### src/rtl/core/mts_pkg.sv
package mts_pkg;

  localparam int DATA_W        = 32;
  localparam int FILL_W        = 11;
  localparam int STACK_DEPTH_D = 1024;

  // request codes
  localparam logic [1:0] REQ_PUSH  = 2'd0;
  localparam logic [1:0] REQ_POP   = 2'd1;
  localparam logic [1:0] REQ_QUERY = 2'd2;

  // status codes
  localparam logic [1:0] ST_OK    = 2'd0;
  localparam logic [1:0] ST_EMPTY = 2'd1;
  localparam logic [1:0] ST_FULL  = 2'd2;

  // one entry of the running-maximum stack
  typedef struct packed {
    logic [FILL_W-1:0]        pos;
    logic signed [DATA_W-1:0] val;
  } max_entry_t;

  // one response beat
  typedef struct packed {
    logic [1:0]               status;
    logic signed [DATA_W-1:0] max_value;
    logic [FILL_W-1:0]        fill_count;
  } rsp_t;

endpackage

### src/rtl/core/mts_if.sv


interface mts_rsp_if;
  import mts_pkg::*;

  logic                     valid;
  logic                     ready;
  logic [1:0]               status;
  logic signed [DATA_W-1:0] max_value;
  logic [FILL_W-1:0]        fill_count;

  modport source (output valid, output status, output max_value, output fill_count,
                  input ready);
  modport sink   (input valid, input status, input max_value, input fill_count,
                  output ready);
endinterface

### src/rtl/core/mts_rsp_reg.sv
module mts_rsp_reg (
  input  logic          clk,
  input  logic          rst,
  input  logic          load,
  input  mts_pkg::rsp_t rsp_in,
  output logic          can_load,
  mts_rsp_if.source     rsp
);
  import mts_pkg::*;

  logic rsp_valid;
  rsp_t rsp_data;

  // slot frees up in the same cycle the held beat is taken
  assign can_load = !rsp_valid || rsp.ready;

  always_ff @(posedge clk) begin
    if (rst) begin
      rsp_valid <= 1'b0;
    end else if (can_load) begin
      rsp_valid <= load;
    end
  end

  always_ff @(posedge clk) begin
    if (can_load && load) begin
      rsp_data <= rsp_in;
    end
  end

  assign rsp.valid      = rsp_valid;
  assign rsp.status     = rsp_data.status;
  assign rsp.max_value  = rsp_data.max_value;
  assign rsp.fill_count = rsp_data.fill_count;
endmodule

### src/flat_wrapper.sv
// flat-port wrapper written by rule: the top's interface ports become plain ports
module mts_rsp_reg_flat import mts_pkg::*;
  (clk, rst, load, rsp_in, can_load, rsp_valid, rsp_status, rsp_max_value, rsp_fill_count, rsp_ready);
  mts_rsp_if rsp_i ();
  input  logic clk;
  input  logic rst;
  input  logic load;
  input  mts_pkg::rsp_t rsp_in;
  output logic can_load;
  output wire logic [$bits(rsp_i.valid)-1:0] rsp_valid;
  output wire logic [$bits(rsp_i.status)-1:0] rsp_status;
  output wire logic [$bits(rsp_i.max_value)-1:0] rsp_max_value;
  output wire logic [$bits(rsp_i.fill_count)-1:0] rsp_fill_count;
  input wire logic [$bits(rsp_i.ready)-1:0] rsp_ready;
  assign rsp_valid = rsp_i.valid;
  assign rsp_status = rsp_i.status;
  assign rsp_max_value = rsp_i.max_value;
  assign rsp_fill_count = rsp_i.fill_count;
  assign rsp_i.ready = rsp_ready;
  mts_rsp_reg u_core (.clk(clk), .rst(rst), .load(load), .rsp_in(rsp_in), .can_load(can_load), .rsp(rsp_i));
endmodule
### config.mk
export PLATFORM = sky130hd
export DESIGN_NAME = mts_rsp_reg_flat
export DESIGN_NICKNAME = d
export VERILOG_FILES = /design/src/rtl/core/mts_pkg.sv /design/src/rtl/core/mts_if.sv /design/src/rtl/core/mts_rsp_reg.sv /design/src/flat_wrapper.sv
export SDC_FILE = /design/constraint.sdc
export NUM_CORES = 1
export LEC_CHECK = 0
export BUFFER_PORTS_ARGS = -buffer_cell sky130_fd_sc_hd__buf_2
export CAP_MARGIN = 20
export CORE_ASPECT_RATIO = 2
export CORE_MARGIN = 2
export CORE_UTILIZATION = 42
export CTS_BUF_LIST = sky130_fd_sc_hd__clkbuf_4
export CTS_CLUSTER_DIAMETER = 100
export DETAILED_ROUTE_END_ITERATION = 6
export HOLD_SLACK_MARGIN = 0.08
export PLACE_DENSITY = 0.88
export REMOVE_ABC_BUFFERS = 1
export SETUP_SLACK_MARGIN = 0.3
export SYNTH_ARGS = -nofsm -noshare
export SYNTH_HDL_FRONTEND = slang
export SYNTH_SLANG_ARGS = --single-unit
### constraint.sdc
create_clock -name clk -period 1.3 [get_ports clk]
set_input_delay 0.13 -clock clk [delete_from_list [all_inputs] [get_ports clk]]
set_output_delay 0.13 -clock clk [all_outputs]
set_load 0.1 [all_outputs]
==> results.json, run 1 <==
{
  "syn_area_um2": 1410,
  "first_iter_violations": 24,
  "cts_max_path_buffers": 2,
  "yosysMostFrequentCell": "edfxtp_1",
  "path_max_fanout": 1,
  "peakVddDrop_v": 0.00135,
  "arrival_ns": 1.03,
  "syn_to_final_growth_pct": 105,
  "wl_met3_um": 323,
  "worstPathCellList": "buf_6",
  "crit_path_start_kind": "flip-flop",
  "rsz0062_at_grt": "true",
  "min_path_cells": 3,
  "fin_crit_sh": 0.896,
  "setup_tns_ns": 0,
  "crit_family": "flip-flops",
  "num_vias": 1138,
  "r2r_setup_slack_ns": 0.14,
  "die_x_um": 44.9,
  "synthArstFlopShare": 0,
  "final_nets": 253,
  "synth.distinct_cells": 6,
  "grt_max_degree": 25,
  "yosys.area.top_type_share": 0.961,
  "initial_core_util": 0.440,
  "synth_area_leader_cell": "edfxtp_1",
  "fill_cells": 114,
  "synthTopCellsByArea": "edfxtp_1 (96%), dfxtp_1 (1.4%), nand2b_4 (0.98%)",
  "slew_viol_final": 0,
  "fin_hold_ws_ns": 0.0974,
  "routed.top_layer": "met4",
  "path_clk_slew_ns": 0.14,
  "avgViaCountPerCell": 4.80,
  "r2r_cells": 3,
  "antenna_left": 0,
  "slew_headroom": 0.860,
  "synth_flop_cell": "edfxtp_1",
  "portBuffers": 95,
  "clk_latency_ns": 0.37,
  "cp.depth": 1,
  "totalWireLength_mm": 4.72,
  "grt_use_total": 0.243,
  "dp_hpwl_mm": 2.30,
  "synth_edf_count": 45,
  "post-route-drc-count": 0,
  "dpl_worst_slack_ns": 0.218,
  "drv_cap": 0,
  "grt_pass1_vias": 1284,
  "ys_warn_count": 0,
  "slowest_stage": "edfxtp_1",
  "yosysSeqAreaShare": 0.975,
  "tightest_slew_ns": 0.211,
  "critPathCaptureType": "primary output",
  "power_density_nw_per_um2": 1300,
  "p_leak_uw": 0.00123,
  "ioPinCount": 96,
  "cts_sinks": 46,
  "dr_wl_met2_mm": 2.81,
  "drive_gt1_frac": 0.546,
  "antenna_found_initial": 1,
  "cts_root_buf": "clkbuf_4",
  "max_stage_delay_ns": 0.45,
  "dr.pass1.iters": 6,
  "fin_skew_ns": 0.0217,
  "status": "complete, no violations",
  "final.min_clock_period_ns": 1.16,
  "syn_area_per_cell_um2": 28.1,
  "grt_remaining_overflow": 0,
  "finalHoldViolations": 0,
  "critPathBufInv": 1,
  "netlist_instances": 50,
  "die_y_um": 85.8,
  "die_area_um2": 3860,
  "synth-seq-cells": 46,
  "placementRows": 29,
  "grt_pass1_wl_mm": 6.27,
  "worstHoldPathType": "in -> reg",
  "htreeDepth": 2,
  "cts_tree": "done",
  "cts_made_buffers": 5,
  "fmax_ghz": 0.858,
  "wl_per_cell_um": 19.9,
  "place.gp.congestion": 0.654,
  "fin_ws_ns": 0.135,
  "setup_viol_count_final": 0,
  "crit_type": "reg -> out",
  "routedLengthMet1_mm": 1.41,
  "critical_path_required_ns": 1.17,
  "coreArea_um2": 3190
}
kinds of logic after synthesis:
group                  synth area share
DFF                               0.975
and+or+nand+nor                  0.0160
AOI/OAI and AO/OA               0.00623
buffers and inverters           0.00267
flip-flops by register name (all words and copies together) (netlist names):
signal / cells
u_core.rsp.max_value: 32
u_core.rsp.status: 2
u_core.rsp.valid: 1
u_core.rsp.fill_count: 11
area by class of cell:
class	count	area [um2]	area share
Sequential cell	46	1370	0.476
Multi-Input combinational cell	3	31.3	0.0108
Antenna cell	1	2.50	0.000867
Tap cell	31	38.8	0.0134
Timing Repair Buffer	147	1350	0.469
Clock inverter	2	37.5	0.0130
Clock buffer	6	45.0	0.0156
Inverter	1	3.75	0.00130
metrics by stage:
stage / cell area, um2 / utilization / cells / power (uW)
after floorplan: 1410 / - / 50 / 2440
after global routing: 2890 / 0.904 / 237 / 3840
after CTS: 2820 / 0.882 / 233 / 3710
after global placement: 1960 / 0.614 / 178 / 2600
final: 2890 / 0.904 / 237 / 3740
after detailed placement: 1960 / 0.614 / 178 / 2620
per-layer routing:
| layer | GRT usage | up-vias |
|---|---|---|
| met5 | 0 | - |
| met3 | 0.0716 | 14 |
| met4 | 0.147 | 0 |
| met2 | 0.431 | 70 |
| met1 | 0.230 | 550 |
| li1 | - | 504 |
final timing paths:
path | end | startpoint
max reg2reg | u_core.rsp.max_value[9]$_DFFE_PP_ | u_core.rsp.valid$_SDFFE_PP0P_
max | rsp_fill_count[0] | u_core.rsp.fill_count[0]$_DFFE_PP_
min | u_core.rsp.valid$_SDFFE_PP0P_ | rsp_ready
min reg2reg | u_core.rsp.valid$_SDFFE_PP0P_ | u_core.rsp.valid$_SDFFE_PP0P_
power by group:
group	switching (uW)	internal, uW	total [uW]
combinational	744	344	1090
clock	444	427	871
sequential	48.6	1730	1780
total	1240	2500	3740
timing repair:
| item | in CTS | in global routing |
|---|---|---|
| resized for setup | 97 | 2 |
| buffers inserted | 0 | 1 |
| endpoints found under the setup margin | 90 | 90 |
| pin swaps | 0 | 1 |
| hold buffers | 47 | 0 |
| cloned | 0 | 2 |
| endpoints found under the hold margin | 46 | 0 |
tightest hold or removal path, cell delays in order:
cell and delay, ns:
buf_2 0.08, nand2b_4 0.14, a21oi_2 0.06
cells in the final DEF, fill, tap and decap left out:
master,instances
clkbuf_4,6
nand2b_4,1
a21oi_2,1
clkbuf_16,2
buf_4,1
clkinvlp_4,1
dfxtp_2,1
dlygate4sd3_1,47
diode_2,1
buf_8,2
and2_4,1
edfxtp_1,45
buf_12,3
inv_1,1
buf_2,48
buf_6,44
bufinv_16,1
Power figures use the tool's default switching activity.
==> run 2: changes to the inputs <==
Settings changed: CAP_MARGIN 20 to unset, CORE_UTILIZATION 42 to 30, PLACE_DENSITY 0.88 to 0.68.
==> results.json, run 2 (synthesis gave the netlist of run 1 again) <==
{
  "cp.depth": 3,
  "final_nets": 253,
  "finalHoldViolations": 0,
  "critPathBufInv": 1,
  "drv_cap": 0,
  "status": "complete, no violations",
  "cts_root_buf": "clkbuf_4",
  "worstHoldPathType": "in -> reg",
  "slew_headroom": 0.861,
  "critical_path_required_ns": 1.36,
  "arrival_ns": 1.19,
  "slowest_stage": "dfxtp_2",
  "layout_common_cells": "buf_2 (48), dlygate4sd3_1 (47), buf_6 (45), edfxtp_1 (45), clkbuf_4 (5)",
  "setup_viol_count_final": 0,
  "die_area_um2": 5280,
  "tightest_slew_ns": 0.209,
  "post-route-drc-count": 0,
  "largest_register_ffs": 32,
  "cts_tree": "done",
  "ioPinCount": 96,
  "p_comb_frac": 0.311,
  "htreeDepth": 2,
  "initial_core_util": 0.309,
  "crit_path_start_kind": "flip-flop",
  "rr_endpoint": "u_core.rsp.max_value[22]$_DFFE_PP_",
  "avgViaCountPerCell": 4.12,
  "fmax_ghz": 0.890,
  "crit_family": "flip-flops",
  "place.gp.congestion": 0.717,
  "p_switching_uw": 1170,
  "die_x_um": 52.4,
  "clkPwrFrac": 0.175,
  "path_max_fanout": 12,
  "power_density_nw_per_um2": 1200,
  "cts_sinks": 46,
  "wl_per_cell_um": 13.8,
  "r2r_cells": 3,
  "rsz0062_at_grt": "true",
  "switching_share": 0.340,
  "cts_max_path_buffers": 2,
  "max_stage_delay_ns": 0.36,
  "fin_skew_ns": 0.00722,
  "crit_path_end": "u_core.rsp.max_value[22]$_DFFE_PP_",
  "clk_latency_ns": 0.34,
  "dr.pass1.iters": 4,
  "path_clk_slew_ns": 0.12,
  "fin_hold_ws_ns": 0.169,
  "coreArea_um2": 4550,
  "critPathLaunch": "u_core.rsp.valid$_SDFFE_PP0P_",
  "grt_pass1_vias": 1165,
  "grt_pass1_wl_mm": 5.05,
  "antenna_left": 0,
  "r2r-start": "u_core.rsp.valid$_SDFFE_PP0P_",
  "die_y_um": 101,
  "num_vias": 1075,
  "r2r_setup_slack_ns": 0.18,
  "final_common_cell": "buf_2",
  "critPathCaptureType": "flip-flop",
  "p_leak_uw": 0.00121,
  "antenna_found_initial": 0,
  "peakVddDrop_v": 0.000776,
  "power.internal_uw": 2270,
  "syn_to_final_growth_pct": 105,
  "slew_viol_final": 0,
  "grt_use_total": 0.138,
  "dpl_worst_slack_ns": 0.237,
  "fin_crit_sh": 0.864,
  "fin_ws_ns": 0.177,
  "power_uw": 3450,
  "worstPathCellList": "nand2b_4, and2_4, clkbuf_16",
  "grt_remaining_overflow": 0,
  "placementRows": 35,
  "fill_cells": 335,
  "first_iter_violations": 16,
  "cts_made_buffers": 5,
  "final.min_clock_period_ns": 1.12,
  "drive_gt1_frac": 0.541,
  "portBuffers": 95,
  "grt_max_degree": 25,
  "crit_type": "reg -> reg",
  "seqPwrFrac": 0.514,
  "totalWireLength_mm": 3.61
}
==> run 2: cell types whose count changed in the layout (fill, tap and decap cells not counted) <==
cell,delta
buf_8,-1
clkinv_1,+1
bufinv_16,-1
clkinv_2,+1
buf_6,+1
clkbuf_4,-1
==> run 2: cell type report <==
type                            count  area, um2  area share
Clock buffer                        5       37.5      0.0130
Multi-Input combinational cell      3       31.3      0.0109
Sequential cell                    46       1370       0.476
Clock inverter                      3       16.3     0.00564
Antenna cell                        1       2.50    0.000868
Tap cell                           55       68.8      0.0239
Inverter                            1       3.75     0.00130
Timing Repair Buffer              147       1350       0.468
==> run 2: worst min path at each step <==
stage,start,end,slack [ns],cells past startpoint
floorplan,rst,u_core.rsp.valid$_SDFFE_PP0P_,0.19,1
global placement,rst,u_core.rsp.valid$_SDFFE_PP0P_,0.29,2
detailed placement,rst,u_core.rsp.valid$_SDFFE_PP0P_,0.30,2
CTS,rsp_ready,u_core.rsp.valid$_SDFFE_PP0P_,0.15,4
global route,rsp_ready,u_core.rsp.valid$_SDFFE_PP0P_,0.18,4
finish,rsp_ready,u_core.rsp.valid$_SDFFE_PP0P_,0.17,4
==> run 2: timing repair <==
action	in CTS	in global routing
gates resized for setup	97	1
cloned	0	2
buffers inserted	1	0
pin swaps	0	1
endpoints found under the setup margin	92	92
hold endpoints to repair	46	0
hold buffers	47	0
==> run 2: metrics by stage <==
stage	area, um2	TNS [ns]	util	cells
floorplan	1410	-35.52	-	50
global placement	1990	0	0.437	202
detailed placement	1990	0	0.437	202
CTS	2830	0	0.621	258
global route	2880	0	0.632	260
finish	2880	0	0.633	261
==> run 2: worst register-to-register path, stage by stage, from the launching register on <==
cell       delay [ns]
dfxtp_2          0.36
nand2b_4         0.09
and2_4           0.22
clkbuf_16        0.18
==> run 2: routing by layer <==
metal,share of wire,global-route usage
met1,0.27,0.107
met3,0.064,0.0401
met4,0.028,0.0868
met5,0,0
met2,0.64,0.268
==> run 2: power by group through the flow <==
stage | clock network (uW) | logic [uW] | registers, uW
global route | 690 | 1100 | 1780
global placement | 0 | 820 | 1780
floorplan | 0 | 44.4 | 2390
detailed placement | 0 | 829 | 1780
finish | 605 | 1070 | 1770
CTS | 639 | 1050 | 1770
